--- src/hw/rtl/sls_pkg.sv ---
// ============================================================================
// sls_pkg: shared definitions for the sensor lifecycle supervisor
// Codes, field widths, register indexes and the input item type.
// ============================================================================
package sls_pkg;

    // Field widths.
    localparam int TIME_BITS     = 48;
    localparam int CMD_W         = 3;
    localparam int CHAN_W        = 8;
    localparam int OUTCOME_W     = 2;
    localparam int STATUS_W      = 3;
    localparam int STATE_W       = 3;
    localparam int COUNT_W       = 8;
    localparam int CFG_INDEX_W   = 3;
    localparam int CFG_DATA_W    = 16;
    localparam int IN_DATA_W     = 64;
    localparam int OUT_DATA_W    = 24;

    // Derived deadline widths.
    localparam int SCALED_W      = 24;
    localparam int WARM_US_W     = 26;
    localparam int DEADLINE_US_W = 35;

    // Constants.
    localparam logic [COUNT_W-1:0] COUNT_MAX = 8'hFF;
    localparam int                 US_PER_MS = 1000;

    // Commands.
    localparam logic [CMD_W-1:0] CMD_BIND  = 3'd0;
    localparam logic [CMD_W-1:0] CMD_START = 3'd1;
    localparam logic [CMD_W-1:0] CMD_POLL  = 3'd2;
    localparam logic [CMD_W-1:0] CMD_SLEEP = 3'd3;
    localparam logic [CMD_W-1:0] CMD_CLEAR = 3'd4;

    // Hook outcomes.
    localparam logic [OUTCOME_W-1:0] HOOK_OK        = 2'd0;
    localparam logic [OUTCOME_W-1:0] HOOK_NOT_READY = 2'd1;

    // Lifecycle states.
    localparam logic [STATE_W-1:0] ST_EMPTY    = 3'd0;
    localparam logic [STATE_W-1:0] ST_IDLE     = 3'd1;
    localparam logic [STATE_W-1:0] ST_WARMUP   = 3'd2;
    localparam logic [STATE_W-1:0] ST_SLEEPING = 3'd3;
    localparam logic [STATE_W-1:0] ST_READING  = 3'd4;
    localparam logic [STATE_W-1:0] ST_READY    = 3'd5;
    localparam logic [STATE_W-1:0] ST_FAULTED  = 3'd6;

    // Status codes.
    localparam logic [STATUS_W-1:0] RC_OK         = 3'd0;
    localparam logic [STATUS_W-1:0] RC_NOT_READY  = 3'd1;
    localparam logic [STATUS_W-1:0] RC_BAD_STATE  = 3'd2;
    localparam logic [STATUS_W-1:0] RC_FAULTED    = 3'd3;
    localparam logic [STATUS_W-1:0] RC_NO_CHANNEL = 3'd4;
    localparam logic [STATUS_W-1:0] RC_TIMEOUT    = 3'd5;
    localparam logic [STATUS_W-1:0] RC_HOOK_ERROR = 3'd6;

    // Configuration register indexes.
    localparam logic [CFG_INDEX_W-1:0] REG_WARMUP_MS     = 3'd0;
    localparam logic [CFG_INDEX_W-1:0] REG_CHANNEL_COUNT = 3'd1;
    localparam logic [CFG_INDEX_W-1:0] REG_FAULT_THRESH  = 3'd2;
    localparam logic [CFG_INDEX_W-1:0] REG_TIMEOUT_FACT  = 3'd3;
    localparam logic [CFG_INDEX_W-1:0] REG_TIMEOUT_FLOOR = 3'd4;
    localparam logic [CFG_INDEX_W-1:0] REG_HAS_INIT      = 3'd5;
    localparam logic [CFG_INDEX_W-1:0] REG_HAS_START     = 3'd6;
    localparam logic [CFG_INDEX_W-1:0] REG_HAS_SLEEP     = 3'd7;

    // One event as it travels down the input stages.
    typedef struct packed {
        logic [CMD_W-1:0]     cmd;
        logic [TIME_BITS-1:0] now_us;
        logic [CHAN_W-1:0]    channel;
        logic [OUTCOME_W-1:0] hook_outcome;
    } item_t;

endpackage

--- src/hw/rtl/sensor_lifecycle_supervisor.sv ---
// ============================================================================
// sensor_lifecycle_supervisor
// Lifecycle state machine, warmup gating and poll deadline for one sensor.
// ============================================================================
// One event item is accepted per cycle, sustained while m_tready holds no result
// back; each item passes two input registers and is then resolved against the
// lifecycle state in one step that writes the result register and the state
// together, so consecutive items see each other's effect. The poll deadline in
// microseconds is kept in registers derived from the configuration (warmup
// times factor, then the larger of that and the floor, plus one, times 1000);
// after a write it settles through the scaled and deadline registers before
// any item accepted after the write is resolved. Configuration writes are
// taken at once and have no read-back.
module sensor_lifecycle_supervisor
(
    input  logic                                clk,
    input  logic                                rst_n,
    // Configuration write port.
    input  logic                                cfg_we,
    input  logic [sls_pkg::CFG_INDEX_W-1:0]     cfg_index,
    input  logic [sls_pkg::CFG_DATA_W-1:0]      cfg_data,
    // Event items in.
    input  logic                                s_tvalid,
    output logic                                s_tready,
    // s_tdata: now_us[47:0], channel[55:48], hook_outcome[57:56], zero [63:58].
    input  logic [sls_pkg::IN_DATA_W-1:0]       s_tdata,
    // s_tuser: cmd[2:0].
    input  logic [sls_pkg::CMD_W-1:0]           s_tuser,
    // Result items out.
    output logic                                m_tvalid,
    input  logic                                m_tready,
    // m_tdata: status[2:0], life_state[5:3], error_count[13:6],
    // reading_valid[14], reading_channel[22:15], zero [23].
    output logic [sls_pkg::OUT_DATA_W-1:0]      m_tdata
);

    // Configuration registers.
    logic [15:0] cfg_warmup_reg;
    logic [7:0]  cfg_chan_count_reg;
    logic [7:0]  cfg_thresh_reg;
    logic [7:0]  cfg_factor_reg;
    logic [15:0] cfg_floor_reg;
    logic        cfg_has_init_reg;
    logic        cfg_has_start_reg;
    logic        cfg_has_sleep_reg;

    // Derived deadline registers.
    logic [sls_pkg::SCALED_W-1:0]      scaled_reg;
    logic [sls_pkg::WARM_US_W-1:0]     warm_us_reg;
    logic [sls_pkg::DEADLINE_US_W-1:0] deadline_us_reg;
    logic [sls_pkg::SCALED_W-1:0]      deadline_ms;

    // Pipeline registers.
    logic                  s1_valid_reg;
    sls_pkg::item_t        s1_item_reg;
    logic                  s2_valid_reg;
    sls_pkg::item_t        s2_item_reg;
    logic                  out_valid_reg;
    logic [sls_pkg::OUT_DATA_W-1:0] out_data_reg;

    // Lifecycle state.
    logic [sls_pkg::STATE_W-1:0]   life_state_reg;
    logic [sls_pkg::COUNT_W-1:0]   err_count_reg;
    logic [sls_pkg::TIME_BITS-1:0] op_start_reg;

    // Next-state values from the resolve step.
    logic [sls_pkg::STATE_W-1:0]   life_state_next;
    logic [sls_pkg::COUNT_W-1:0]   err_count_next;
    logic [sls_pkg::TIME_BITS-1:0] op_start_next;
    logic [sls_pkg::STATUS_W-1:0]  status;
    logic                          got_reading;

    // Flow control.
    logic out_free;
    logic s2_fire;
    logic s1_move;
    logic s_accept;

    sls_pkg::item_t in_item;

    // Timing helpers.
    logic                          now_before_start;
    logic [sls_pkg::TIME_BITS-1:0] elapsed_us;
    logic                          warm_pending;
    logic                          timed_out;

    // Counted-error helpers.
    logic [sls_pkg::COUNT_W-1:0]   err_inc;
    logic                          err_fault;
    logic [sls_pkg::STATE_W-1:0]   after_warmup;
    logic [sls_pkg::STATE_W-1:0]   start_base;

    // Configuration writes.
    always_ff @(posedge clk or negedge rst_n)
    begin
        if (!rst_n)
        begin
            cfg_warmup_reg     <= 16'd0;
            cfg_chan_count_reg <= 8'd1;
            cfg_thresh_reg     <= 8'd3;
            cfg_factor_reg     <= 8'd4;
            cfg_floor_reg      <= 16'd1000;
            cfg_has_init_reg   <= 1'b1;
            cfg_has_start_reg  <= 1'b1;
            cfg_has_sleep_reg  <= 1'b1;
        end
        else if (cfg_we)
        begin
            unique case (cfg_index)
                sls_pkg::REG_WARMUP_MS:     cfg_warmup_reg     <= cfg_data;
                sls_pkg::REG_CHANNEL_COUNT: cfg_chan_count_reg <= cfg_data[7:0];
                sls_pkg::REG_FAULT_THRESH:  cfg_thresh_reg     <= cfg_data[7:0];
                sls_pkg::REG_TIMEOUT_FACT:  cfg_factor_reg     <= cfg_data[7:0];
                sls_pkg::REG_TIMEOUT_FLOOR: cfg_floor_reg      <= cfg_data;
                sls_pkg::REG_HAS_INIT:      cfg_has_init_reg   <= cfg_data[0];
                sls_pkg::REG_HAS_START:     cfg_has_start_reg  <= cfg_data[0];
                sls_pkg::REG_HAS_SLEEP:     cfg_has_sleep_reg  <= cfg_data[0];
                default:                    cfg_warmup_reg     <= cfg_warmup_reg;
            endcase
        end
    end

    // The poll deadline is the larger of the scaled warmup and the floor.
    assign deadline_ms = (scaled_reg > {8'd0, cfg_floor_reg}) ? scaled_reg
                                                              : {8'd0, cfg_floor_reg};

    // Deadline thresholds in microseconds, recomputed every cycle.
    always_ff @(posedge clk)
    begin
        scaled_reg      <= sls_pkg::SCALED_W'({8'd0, cfg_warmup_reg} * {16'd0, cfg_factor_reg});
        warm_us_reg     <= sls_pkg::WARM_US_W'(cfg_warmup_reg * 26'(sls_pkg::US_PER_MS));
        deadline_us_reg <= sls_pkg::DEADLINE_US_W'(
                               ({11'd0, deadline_ms} + 35'd1) * 35'(sls_pkg::US_PER_MS));
    end

    // Unpack the incoming item.
    assign in_item.cmd          = s_tuser;
    assign in_item.now_us       = s_tdata[47:0];
    assign in_item.channel      = s_tdata[55:48];
    assign in_item.hook_outcome = s_tdata[57:56];

    // Each stage moves on when the one after it is empty or moving.
    assign out_free = !out_valid_reg || m_tready;
    assign s2_fire  = s2_valid_reg && out_free;
    assign s1_move  = !s2_valid_reg || out_free;
    assign s_tready = !s1_valid_reg || s1_move;
    assign s_accept = s_tvalid && s_tready;

    // Input stages.
    always_ff @(posedge clk or negedge rst_n)
    begin
        if (!rst_n)
        begin
            s1_valid_reg <= 1'b0;
            s2_valid_reg <= 1'b0;
        end
        else
        begin
            if (s_tready)
            begin
                s1_valid_reg <= s_tvalid;
            end
            if (s1_move)
            begin
                s2_valid_reg <= s1_valid_reg;
            end
        end
    end

    always_ff @(posedge clk)
    begin
        if (s_accept)
        begin
            s1_item_reg <= in_item;
        end
        if (s1_move && s1_valid_reg)
        begin
            s2_item_reg <= s1_item_reg;
        end
    end

    // Elapsed time since the operation start; a clock going backwards reads
    // as no time elapsed.
    assign now_before_start = s2_item_reg.now_us < op_start_reg;
    assign elapsed_us       = s2_item_reg.now_us - op_start_reg;
    assign warm_pending     = now_before_start ? (cfg_warmup_reg != 16'd0)
                                               : (elapsed_us < {22'd0, warm_us_reg});
    assign timed_out        = !now_before_start && !(elapsed_us < {13'd0, deadline_us_reg});

    // A counted error saturates the count and faults at the threshold.
    assign err_inc   = (err_count_reg != sls_pkg::COUNT_MAX) ? err_count_reg + 8'd1
                                                             : err_count_reg;
    assign err_fault = err_inc >= cfg_thresh_reg;

    assign after_warmup = (cfg_warmup_reg != 16'd0) ? sls_pkg::ST_WARMUP : sls_pkg::ST_IDLE;

    // Start read passes through idle when leaving warmup or sleep.
    assign start_base = (life_state_reg == sls_pkg::ST_WARMUP ||
                         life_state_reg == sls_pkg::ST_SLEEPING) ? sls_pkg::ST_IDLE
                                                                 : life_state_reg;

    // Resolve one event against the lifecycle state.
    always_comb
    begin
        life_state_next = life_state_reg;
        err_count_next  = err_count_reg;
        op_start_next   = op_start_reg;
        status          = sls_pkg::RC_BAD_STATE;
        got_reading     = 1'b0;

        unique case (s2_item_reg.cmd)
            sls_pkg::CMD_BIND:
            begin
                if (cfg_chan_count_reg != 8'd0)
                begin
                    err_count_next = 8'd0;
                    op_start_next  = s2_item_reg.now_us;
                    if (cfg_has_init_reg && s2_item_reg.hook_outcome != sls_pkg::HOOK_OK)
                    begin
                        life_state_next = sls_pkg::ST_FAULTED;
                        err_count_next  = cfg_thresh_reg;
                        status = (s2_item_reg.hook_outcome == sls_pkg::HOOK_NOT_READY)
                                 ? sls_pkg::RC_NOT_READY : sls_pkg::RC_HOOK_ERROR;
                    end
                    else
                    begin
                        life_state_next = after_warmup;
                        status          = sls_pkg::RC_OK;
                    end
                end
            end

            sls_pkg::CMD_START:
            begin
                priority if (life_state_reg == sls_pkg::ST_FAULTED)
                begin
                    status = sls_pkg::RC_FAULTED;
                end
                else if (life_state_reg == sls_pkg::ST_READING)
                begin
                    status = sls_pkg::RC_NOT_READY;
                end
                else if (life_state_reg == sls_pkg::ST_WARMUP && warm_pending)
                begin
                    status = sls_pkg::RC_NOT_READY;
                end
                else if (life_state_reg == sls_pkg::ST_SLEEPING &&
                         cfg_warmup_reg != 16'd0)
                begin
                    // Waking a sleeping sensor with a warmup restarts warmup.
                    op_start_next   = s2_item_reg.now_us;
                    life_state_next = sls_pkg::ST_WARMUP;
                    status          = sls_pkg::RC_NOT_READY;
                end
                else if (life_state_reg == sls_pkg::ST_WARMUP ||
                         life_state_reg == sls_pkg::ST_SLEEPING ||
                         life_state_reg == sls_pkg::ST_IDLE ||
                         life_state_reg == sls_pkg::ST_READY)
                begin
                    op_start_next = s2_item_reg.now_us;
                    if (!cfg_has_start_reg || s2_item_reg.hook_outcome == sls_pkg::HOOK_OK)
                    begin
                        life_state_next = sls_pkg::ST_READING;
                        status          = sls_pkg::RC_OK;
                    end
                    else if (s2_item_reg.hook_outcome == sls_pkg::HOOK_NOT_READY)
                    begin
                        life_state_next = start_base;
                        status          = sls_pkg::RC_NOT_READY;
                    end
                    else
                    begin
                        err_count_next  = err_inc;
                        life_state_next = err_fault ? sls_pkg::ST_FAULTED : start_base;
                        status          = sls_pkg::RC_HOOK_ERROR;
                    end
                end
                else
                begin
                    status = sls_pkg::RC_BAD_STATE;
                end
            end

            sls_pkg::CMD_POLL:
            begin
                priority if (life_state_reg == sls_pkg::ST_EMPTY)
                begin
                    status = sls_pkg::RC_BAD_STATE;
                end
                else if (life_state_reg == sls_pkg::ST_FAULTED)
                begin
                    status = sls_pkg::RC_FAULTED;
                end
                else if (s2_item_reg.channel >= cfg_chan_count_reg)
                begin
                    status = sls_pkg::RC_NO_CHANNEL;
                end
                else if (life_state_reg != sls_pkg::ST_READING &&
                         life_state_reg != sls_pkg::ST_READY)
                begin
                    status = sls_pkg::RC_BAD_STATE;
                end
                else if (s2_item_reg.hook_outcome == sls_pkg::HOOK_OK)
                begin
                    got_reading     = 1'b1;
                    life_state_next = sls_pkg::ST_READY;
                    err_count_next  = 8'd0;
                    status          = sls_pkg::RC_OK;
                end
                else if (s2_item_reg.hook_outcome == sls_pkg::HOOK_NOT_READY && !timed_out)
                begin
                    status = sls_pkg::RC_NOT_READY;
                end
                else
                begin
                    // A stale not-ready poll counts as a timeout.
                    err_count_next  = err_inc;
                    life_state_next = err_fault ? sls_pkg::ST_FAULTED : sls_pkg::ST_IDLE;
                    status = (s2_item_reg.hook_outcome == sls_pkg::HOOK_NOT_READY)
                             ? sls_pkg::RC_TIMEOUT : sls_pkg::RC_HOOK_ERROR;
                end
            end

            sls_pkg::CMD_SLEEP:
            begin
                priority if (life_state_reg == sls_pkg::ST_FAULTED)
                begin
                    status = sls_pkg::RC_FAULTED;
                end
                else if (life_state_reg == sls_pkg::ST_EMPTY ||
                         life_state_reg > sls_pkg::ST_FAULTED)
                begin
                    status = sls_pkg::RC_BAD_STATE;
                end
                else if (!cfg_has_sleep_reg || s2_item_reg.hook_outcome == sls_pkg::HOOK_OK)
                begin
                    life_state_next = sls_pkg::ST_SLEEPING;
                    status          = sls_pkg::RC_OK;
                end
                else if (s2_item_reg.hook_outcome == sls_pkg::HOOK_NOT_READY)
                begin
                    status = sls_pkg::RC_NOT_READY;
                end
                else
                begin
                    err_count_next  = err_inc;
                    life_state_next = err_fault ? sls_pkg::ST_FAULTED : life_state_reg;
                    status          = sls_pkg::RC_HOOK_ERROR;
                end
            end

            sls_pkg::CMD_CLEAR:
            begin
                status = sls_pkg::RC_OK;
                if (life_state_reg == sls_pkg::ST_FAULTED)
                begin
                    err_count_next  = 8'd0;
                    op_start_next   = s2_item_reg.now_us;
                    life_state_next = after_warmup;
                end
            end

            default:
            begin
                status = sls_pkg::RC_BAD_STATE;
            end
        endcase
    end

    // Lifecycle state update.
    always_ff @(posedge clk or negedge rst_n)
    begin
        if (!rst_n)
        begin
            life_state_reg <= sls_pkg::ST_EMPTY;
            err_count_reg  <= 8'd0;
            op_start_reg   <= '0;
        end
        else if (s2_fire)
        begin
            life_state_reg <= life_state_next;
            err_count_reg  <= err_count_next;
            op_start_reg   <= op_start_next;
        end
    end

    // Result register.
    always_ff @(posedge clk or negedge rst_n)
    begin
        if (!rst_n)
        begin
            out_valid_reg <= 1'b0;
        end
        else if (out_free)
        begin
            out_valid_reg <= s2_valid_reg;
        end
    end

    always_ff @(posedge clk)
    begin
        if (s2_fire)
        begin
            out_data_reg <= {1'b0,
                             got_reading ? s2_item_reg.channel : 8'd0,
                             got_reading,
                             err_count_next,
                             life_state_next,
                             status};
        end
    end

    assign m_tvalid = out_valid_reg;
    assign m_tdata  = out_data_reg;

endmodule
--- config.mk ---
export PLATFORM = sky130hd
export DESIGN_NAME = sensor_lifecycle_supervisor
export DESIGN_NICKNAME = d
export VERILOG_FILES = /design/src/hw/rtl/sls_pkg.sv /design/src/hw/rtl/sensor_lifecycle_supervisor.sv
export SDC_FILE = /design/constraint.sdc
export NUM_CORES = 1
export LEC_CHECK = 0
export BUFFER_PORTS_ARGS = -buffer_cell sky130_fd_sc_hd__buf_4
export CAP_MARGIN = 20
export CORE_AREA = 2 2 288 290
export DETAILED_ROUTE_END_ITERATION = 8
export DIE_AREA = 0 0 290 292
export PLACE_DENSITY = 0.61
export SYNTH_ARGS = -nofsm -noshare
export SYNTH_HDL_FRONTEND = slang
export SYNTH_SLANG_ARGS = --single-unit
--- constraint.sdc ---
create_clock -name clk -period 10.22 [get_ports clk]
set_input_delay 0.511 -clock clk [delete_from_list [all_inputs] [get_ports clk]]
set_output_delay 0.511 -clock clk [all_outputs]
set_load 0.02 [all_outputs]
# Word level (Yosys, flattened, before mapping)

Index checks and enable logic that the tools add are counted.
Widths: inputs -> output; s select.

Add/sub/neg operators: 3
$mul: 3
$lt $le $gt $ge: 7
Equal/unequal tests: 27
Mux-type cells: 83
Reduce and logical (&&, ||, !) cells: 43

Operators by type and width:

| operator              | number |
|---|---|
| $mux 48               | 7 |
| $mux 8                | 20 |
| $pmux 48 s3           | 1 |
| $mux 3                | 42 |
| $lt 48x26->1          | 1 |
| $lt 48x35->1          | 1 |
| $lt 48x48->1          | 1 |
| $sub 48x48->48        | 1 |
| $pmux 8 s5            | 1 |
| $mul 25x7->32 const B | 1 |
| $pmux 3 s5            | 2 |
| $add 24x1->25 const B | 1 |
| $eq 3x3->1 const B    | 8 |
| $gt 24x16->1          | 1 |
| $mul 16x8->24         | 1 |
| $mux 24               | 1 |
| $mul 16x7->23 const B | 1 |
| $eq 3x2->1 const B    | 6 |
| $ge 8x8->1            | 2 |
| $reduce_and 2->1      | 8 |
| $reduce_bool 16->1    | 1 |
| $ne 2x2->1 const B    | 5 |
| $eq 3x1->1 const B    | 3 |
| $logic_and 1x1->1     | 9 |
| other kinds (15)      | 41 |

Flip-flop bits (word level): 345
Output and inout port bits: 26
Logic and storage cells: 193

# Longest topological paths before layout

Gate-level depths: netlist (run 1).

Depth after elaboration: 13
Gate-level depth with buffers: 41
Mapped depth without buffers: 38

# Least setup slack after synthesis (run 1)

No wires, ideal clock.

Kind: reg-to-reg
From: register cfg_floor_reg[5]
To: register deadline_us_reg[34] (netlist name)
Data arrival time: 8.519 ns
Slack: 1.581 ns
Cell stages (with the launch flop): 36
Path buffers: 3
Clock period less this slack: 8.639 ns
Cells stage by stage: dfstp_2 -> inv_1 -> ha_1 -> a21o_1 -> a21o_1 -> a21oi_1 -> nor2_1 -> o31ai_1 -> nand3_1 -> clkbuf_1 -> buf_1 -> buf_1 -> nor2_1 -> a21oi_1 -> inv_1 -> ha_1 -> nand4_1 -> or3b_1 -> or3_1 -> or2_2 -> xnor2_1 -> fa_1 -> inv_1 -> fa_1 -> fa_1 -> fa_1 -> inv_1 -> ha_1 -> or2_2 -> a21oi_1 -> a21oi_1 -> a21o_1 -> a21o_1 -> a21oi_1 -> a21oi_1 -> xnor2_1

Cells in the longest elaborated chain, start to end: 4

RTL lines:

| item                   | line                               | source |
|---|---|---|
| from (decl)            | sensor_lifecycle_supervisor.sv:42  | `logic [15:0] cfg_floor_reg;` |
| from (signal assigned) | sensor_lifecycle_supervisor.sv:114 | `sls_pkg::REG_TIMEOUT_FLOOR: cfg_floor_reg <= cfg_data;` |
| $gt 24x16->1           | sensor_lifecycle_supervisor.sv:124 | `assign deadline_ms = (scaled_reg > {8'd0, cfg_floor_reg}) ? scaled_reg` |
| $mux 24 (*)            | sensor_lifecycle_supervisor.sv:124 |  |
| $add 24x1->25 (*)      | sensor_lifecycle_supervisor.sv:133 | `({11'd0, deadline_ms} + 35'd1) * 35'(sls_pkg::US_PER_MS));` |
| $mul 25x7->32 (*)      | sensor_lifecycle_supervisor.sv:133 |  |
| to (signal assigned)   | sensor_lifecycle_supervisor.sv:132 | `deadline_us_reg <= sls_pkg::DEADLINE_US_W'(` |
| to (decl)              | sensor_lifecycle_supervisor.sv:50  | `logic [sls_pkg::DEADLINE_US_W-1:0] deadline_us_reg;` |

Every way passes the cells marked *; elsewhere a longest branch is shown, timed or not.
A chain may end at the register's enable or synchronous reset.

# Worst setup path after layout (run 1)

From: register cfg_floor_reg[1]
To: register deadline_us_reg[33] (netlist name)

The elaborated chain is that of the path after synthesis.

==> metrics.md, run 1 <==
| Metric | Value |
|---|---|
| First-pass GRT wire length | `110 mm` |
| CP Capture Type | `register` |
| # setup viols final | `0` |
| Final std cells w/o fill | `4074` |
| Vias in the first global route | `20.4k` |
| Syn Area/Cell | `9.83 µm²` |
| CP Class | `register to register` |
| Yosys warning count | `0` |
| Gr busiest metal | `met2` |
| Slew Viols, Final | `0` |
| CTS sink count | `345` |
| CTS tree | `done` |
| DR WL/cell | `16.6 µm` |
| Port Buf Inserts | `109` |
| Gr ovfl total | `0` |
| WHS | `0.115 ns` |
| R2R depth | `34` |
| Post-route ant nets | `0` |
| # rows | `105` |
| Setup TNS | `0 ns` |
| Max cap viols | `0` |
| Clock Latency Late Sink | `0.57 ns` |
| Mapped cell area | `0.0283 mm²` |
| Seq/Total Area, Yosys | `31.7%` |
| Max incr delay on CP | `0.65 ns` |
| Worst-path clk slew | `0.06 ns` |
| Detailed Route Iter0 Violations | `1316` |
| Via Count | `20.5k` |
| Met2 usage | `25.6%` |
| Met1 usage | `22.9%` |
| Asr flop ratio synth | `35.1%` |
| Starting density of the core | `34.7%` |
| Top FF cell, synth | `edfxtp_1` |
| Core Area | `0.0816 mm²` |
| Area contributors post-synth | `edfxtp_1, fa_1, ha_1` |
| CP required | `10.66 ns` |
| Multi-input logic area | `0.0175 mm²` |
| Yosys top cell area share | `15.4%` |
| Synth area leader | `edfxtp_1` |
| Gate Count Post-Synth | `2884` |
| Total routed wirelength | `67.7 mm` |
| Height of the chip | `292 µm` |
| Die area | `0.0847 mm²` |
| Bufs on Longest Clock Path | `3` |
| Tmin final | `9.13 ns` |
| Cts bufs inserted | `38` |
| Number of antenna diodes | `0` |
| Io pins | `117` |
| Crit path DAT | `9.58 ns` |
| Placed cells | `4005` |
| Post-synth cell types | `90` |
| Initial antenna violation count | `1` |
| Root buf cell | `clkbuf_16` |
| Tcrit/Tclk final | `89.4%` |
| Drc violations | `0` |
| Layout overhead on the synthesized area | `11.6%` |
| Fmax | `109 MHz` |
| Syn_nets | `3481` |
| Worst slew margin | `29.2%` |
| First-pass DRT Iterations | `6` |
| Cell at the slowest stage of the critical path | `xnor2_1` |
| Hold Crit Class | `input port to register` |
| Fillers | `8106` |
| Met3 Usage GRT | `2.31%` |
| Largest net degree at the start of global routing | `64` |
| GRT Util Overall | `16.0%` |
| EDFF count, synth | `145` |
| Die width | `290 µm` |
| Result of the run | `finished clean` |
| Worst slew pin tran | `1.05 ns` |
| Nets | `3573` |
| Vias per inst | `5.04` |
| Routability Congestion | `0.908` |
| CP max FO | `33` |
| Post-detail-place hpwl | `53.0 mm` |
| Synth Register Bits | `345` |
| Seq. cell area | `0.00898 mm²` |
| Worst setup SP type | `register` |
| Layout Skew | `0.0360 ns` |
| Share of cells above drive strength 1 | `9.65%` |
| H-Tree Depth | `2` |
| Cells on Worst Hold Path | `1` |
| RSZ-0062 raised after global routing | `no` |
| Final Hold Viols | `0` |
## what timing repair did
item / in CTS / in global routing
hold buffers: 1 / 0
resized for setup: 0 / 0
endpoints found under the setup margin: 0 / 0
buffers inserted: 0 / 0
endpoints found under the hold margin: 30 / 0
## through the flow
stage	util (%)	worst slack (ns)	cell area (µm²)
6_report	38.8	1.09	31600
3_3_place_gp	37.2	1.22	30300
2_1_floorplan	-	1.58	28300
4_1_cts	38.8	1.12	31600
3_5_place_dp	37.2	1.12	30300
5_1_grt	38.8	0.400	31600
## cells in the final DEF (no fill, tap or decap), types with 17 or more instances in the layout
master and n:
fa_1 209, o21a_1 19, xnor2_1 106, and2_1 83, a211oi_1 23, ha_1 297
nand3_1 52, mux2_1 21, or2_2 20, a31oi_1 19, inv_1 399, xor2_1 48
a21oi_1 148, edfxtp_1 145, clkbuf_16 39, o21ai_0 139, nand4_1 34, o211ai_1 22
dfxtp_1 79, nor3_1 48, or3_1 17, nand2b_1 30, a21o_1 61, dfrtp_1 108
buf_4 124, nor2b_1 26, nor2_1 130, and3_1 23, mux2_2 46, o21bai_1 19
nand2_1 252
## final timing paths
path	from	endpoint	slack, ns
min in group asynchronous	rst_n	op_start_reg[20]	0.55
max	cfg_floor_reg[1]	deadline_us_reg[33]	1.09
min reg2reg	s1_item_reg[54]	s2_item_reg[54]	0.42
max in group asynchronous	rst_n	cfg_factor_reg[7]	8.34
max reg2reg	cfg_floor_reg[1]	deadline_us_reg[33]	1.09
min	s_tdata[53]	s1_item_reg[7]	0.11
## per-layer routing
metal | share of wire, % | vias to the layer above
li1 | - | 10051
met1 | 49 | 9960
met2 | 45 | 437
met3 | 4.6 | 70
met4 | 1.8 | 0
met5 | 0 | -
## cells in the mapped netlist (all sizes together) (7+ instances only)
cell type / number
a211o: 7
a211oi: 25
a21o: 62
a21oi: 150
a221oi: 8
a22oi: 8
a31oi: 19
and2: 85
and3: 23
buf: 15
clkbuf: 59
dfrtp: 108
dfstp: 13
dfxtp: 79
edfxtp: 145
fa: 209
ha: 297
inv: 400
mux2: 67
mux2i: 14
nand2: 252
nand2b: 30
nand3: 52
nand4: 34
nor2: 130
nor2b: 26
nor3: 50
nor4: 14
o211ai: 22
o21a: 19
o21ai: 149
o21bai: 19
o31ai: 11
or2: 21
or3: 17
xnor2: 106
xor2: 48
## logic make-up (layout without fill, tap and decap cells)
group,Yosys count,after routing,share of synthesized area [%]
AND/OR/NAND/NOR,755,755,13.0
XOR/XNOR,154,154,4.76
buffers and inverters,475,595,6.44
flip-flops,345,345,31.7
AO/OA/AOI/OAI,561,561,12.8
multiplexers,81,81,3.18
other,1,1,0.0132
adder cells (fa/ha/maj),512,512,28.1
## critical path: cells and delay by family (launching register included)
kind	cells	cell delay, ns
buf+inv	4	0.69
xor+xnor	3	1.03
simple gates	5	0.91
fa+ha+maj	7	2.84
flops	1	0.36
compound gates	15	3.19
## final cells by class
type | count | area share (%)
tap | 1070 | 4.23
timing repair buffer | 126 | 3.01
clock inverter | 19 | 0.826
inverter | 401 | 4.76
multi-input combinational | 2064 | 55.5
sequential | 345 | 28.4
clock buffer | 49 | 3.33
Power of run 1 is left out: the tool's default activity adds up to more than one toggle a clock period on the data nets, which glitch-free logic cannot reach.
==> run 2: changes to the inputs <==
CORE_AREA = 2 2 231 233   (was 2 2 288 290)
DIE_AREA = 0 0 233 235   (was 0 0 290 292)
PLACE_DENSITY = 0.83   (was 0.61)
REMOVE_ABC_BUFFERS = 1   (was unset)
==> run 2 against run 1 <==
  * Design area decreased by 1.8%
  * First-iteration DRC count increased by 5.3%
  * Global-route usage increased by 8.2 points
  * Sequential share of layout area increased by 0.52 points
  * Clock skew increased by 0.0022 ns
  * Die area decreased by 35%
  * Worst hold slack improved by 0.011 ns
  * Largest cell class unchanged
  * Count of clock-buffer cells in the layout unchanged
  * Highest routed layer unchanged
  * Sequential cell count unchanged
==> metrics.md, run 2 (synthesis results as in run 1) <==
| Metric | Value |
|---|---|
| R2R depth | `33` |
| FF-to-FF End | `deadline_us_reg[33]` |
| CTS sink count | `345` |
| Worst r2r src | `cfg_floor_reg[9]` |
| Worst-path clk slew | `0.06 ns` |
| Clock Latency Late Sink | `0.56 ns` |
| Cell at the slowest stage of the critical path | `xnor2_1` |
| Met1 usage | `32.6%` |
| # rows | `84` |
| CTS tree | `done` |
| Layout Skew | `0.0382 ns` |
| Io pins | `117` |
| Min-delay src | `s_tdata[3]` |
| Vias per inst | `5.66` |
| Number of antenna diodes | `0` |
| CP max FO | `36` |
| CP Class | `register to register` |
| GRT Util Overall | `24.2%` |
| Post-route ant nets | `0` |
| Height of the chip | `235 µm` |
| Cells on Worst Hold Path | `1` |
| CP Capture Type | `register` |
| Crit path DAT | `9.56 ns` |
| Drc violations | `0` |
| Die area | `0.0548 mm²` |
| Gr busiest metal | `met2` |
| Worst slew margin | `39.7%` |
| Setup TNS | `0 ns` |
| H-Tree Depth | `2` |
| Gr ovfl total | `0` |
| Hold buffer count at cts | `1` |
| Most common cell after layout, fill and taps aside | `inv_1` |
| Max cap viols | `0` |
| Total routed wirelength | `65.7 mm` |
| Post-detail-place hpwl | `50.7 mm` |
| Root buf cell | `clkbuf_16` |
| First-pass DRT Iterations | `6` |
| Post-CTS Setup Repair Bufs | `0` |
| Largest net degree at the start of global routing | `52` |
| Bufs on Longest Clock Path | `3` |
| Max incr delay on CP | `0.66 ns` |
| Met3 Usage GRT | `3.25%` |
| Most frequent cells in the layout | `inv_1, ha_1, nand2_1` |
| CTS resizes | `0` |
| Critical Path Most Common Cell | `ha_1` |
| Core Area | `0.0522 mm²` |
| Routability Congestion | `0.929` |
| Vias in the first global route | `21.2k` |
| Reg2reg setup slack | `1.11 ns` |
| # setup viols final | `0` |
| Worst setup SP type | `register` |
| Hold Path End | `s1_item_reg[13]` |
| DR WL/cell | `17.8 µm` |
| Share of cells above drive strength 1 | `9.71%` |
| CP required | `10.66 ns` |
| Worst slew pin tran | `0.899 ns` |
| Starting density of the core | `54.3%` |
| Final Hold Viols | `0` |
| Tmin final | `9.11 ns` |
| Fmax | `110 MHz` |
| Initial antenna violation count | `0` |
| First-pass GRT wire length | `107 mm` |
| Via Count | `20.9k` |
| Core Util, Final | `59.5%` |
| RSZ-0062 raised after global routing | `no` |
| Nets | `3576` |
| Hold Crit Class | `input port to register` |
| Cts bufs inserted | `37` |
| Slew Viols, Final | `0` |
| Detailed Route Iter0 Violations | `1386` |
| Tcrit/Tclk final | `89.2%` |
| Port Buf Inserts | `109` |
| Met2 usage | `40.3%` |
| Result of the run | `finished clean` |
| Layout overhead on the synthesized area | `9.63%` |
| Die width | `233 µm` |
-- run 2: final cells by class --
class	count	area, µm²
clock buffer	49	1030
clock inverter	18	154
fill	4227	21200
inverter	401	1510
multi-input combinational	2064	17500
sequential	345	8980
tap	688	861
timing repair buffer	130	988
-- run 2: how the worst max path moves through the flow --
stage	startpoint	end	slack, ns
2_1_floorplan	cfg_floor_reg[5]	deadline_us_reg[34]	1.53
3_3_place_gp	cfg_floor_reg[5]	deadline_us_reg[33]	1.27
3_5_place_dp	cfg_floor_reg[13]	deadline_us_reg[33]	1.04
4_1_cts	cfg_floor_reg[13]	deadline_us_reg[33]	1.04
5_1_grt	cfg_floor_reg[13]	deadline_us_reg[33]	0.44
6_report	cfg_floor_reg[9]	deadline_us_reg[33]	1.11
-- run 2: routing by layer --
metal	up-vias	share of wire, %
met5	-	0
met4	0	2.9
met3	110	5.5
met2	603	48
met1	10154	44
li1	10044	-
-- run 2: critical path: cells and delay by family (launching register included) --
kind            cells  cell delay [ns]
fa+ha+maj           7             2.89
compound gates     14             2.82
flops               1             0.52
mux                 1             0.57
buf+inv             4             0.53
simple gates        4             0.63
xor+xnor            3             1.03
-- run 2: per-stage QoR --
step	cell area, µm²	hold WS [ns]	worst slack (ns)	instances
3_5_place_dp	29800	0.405	1.04	3625
5_1_grt	31100	0.109	0.444	3695
2_1_floorplan	28000	0.215	1.53	2810
3_3_place_gp	29800	0.401	1.27	3625
4_1_cts	31000	0.101	1.04	3693
6_report	31100	0.126	1.11	3695
Power of run 2 is left out for the same reason.
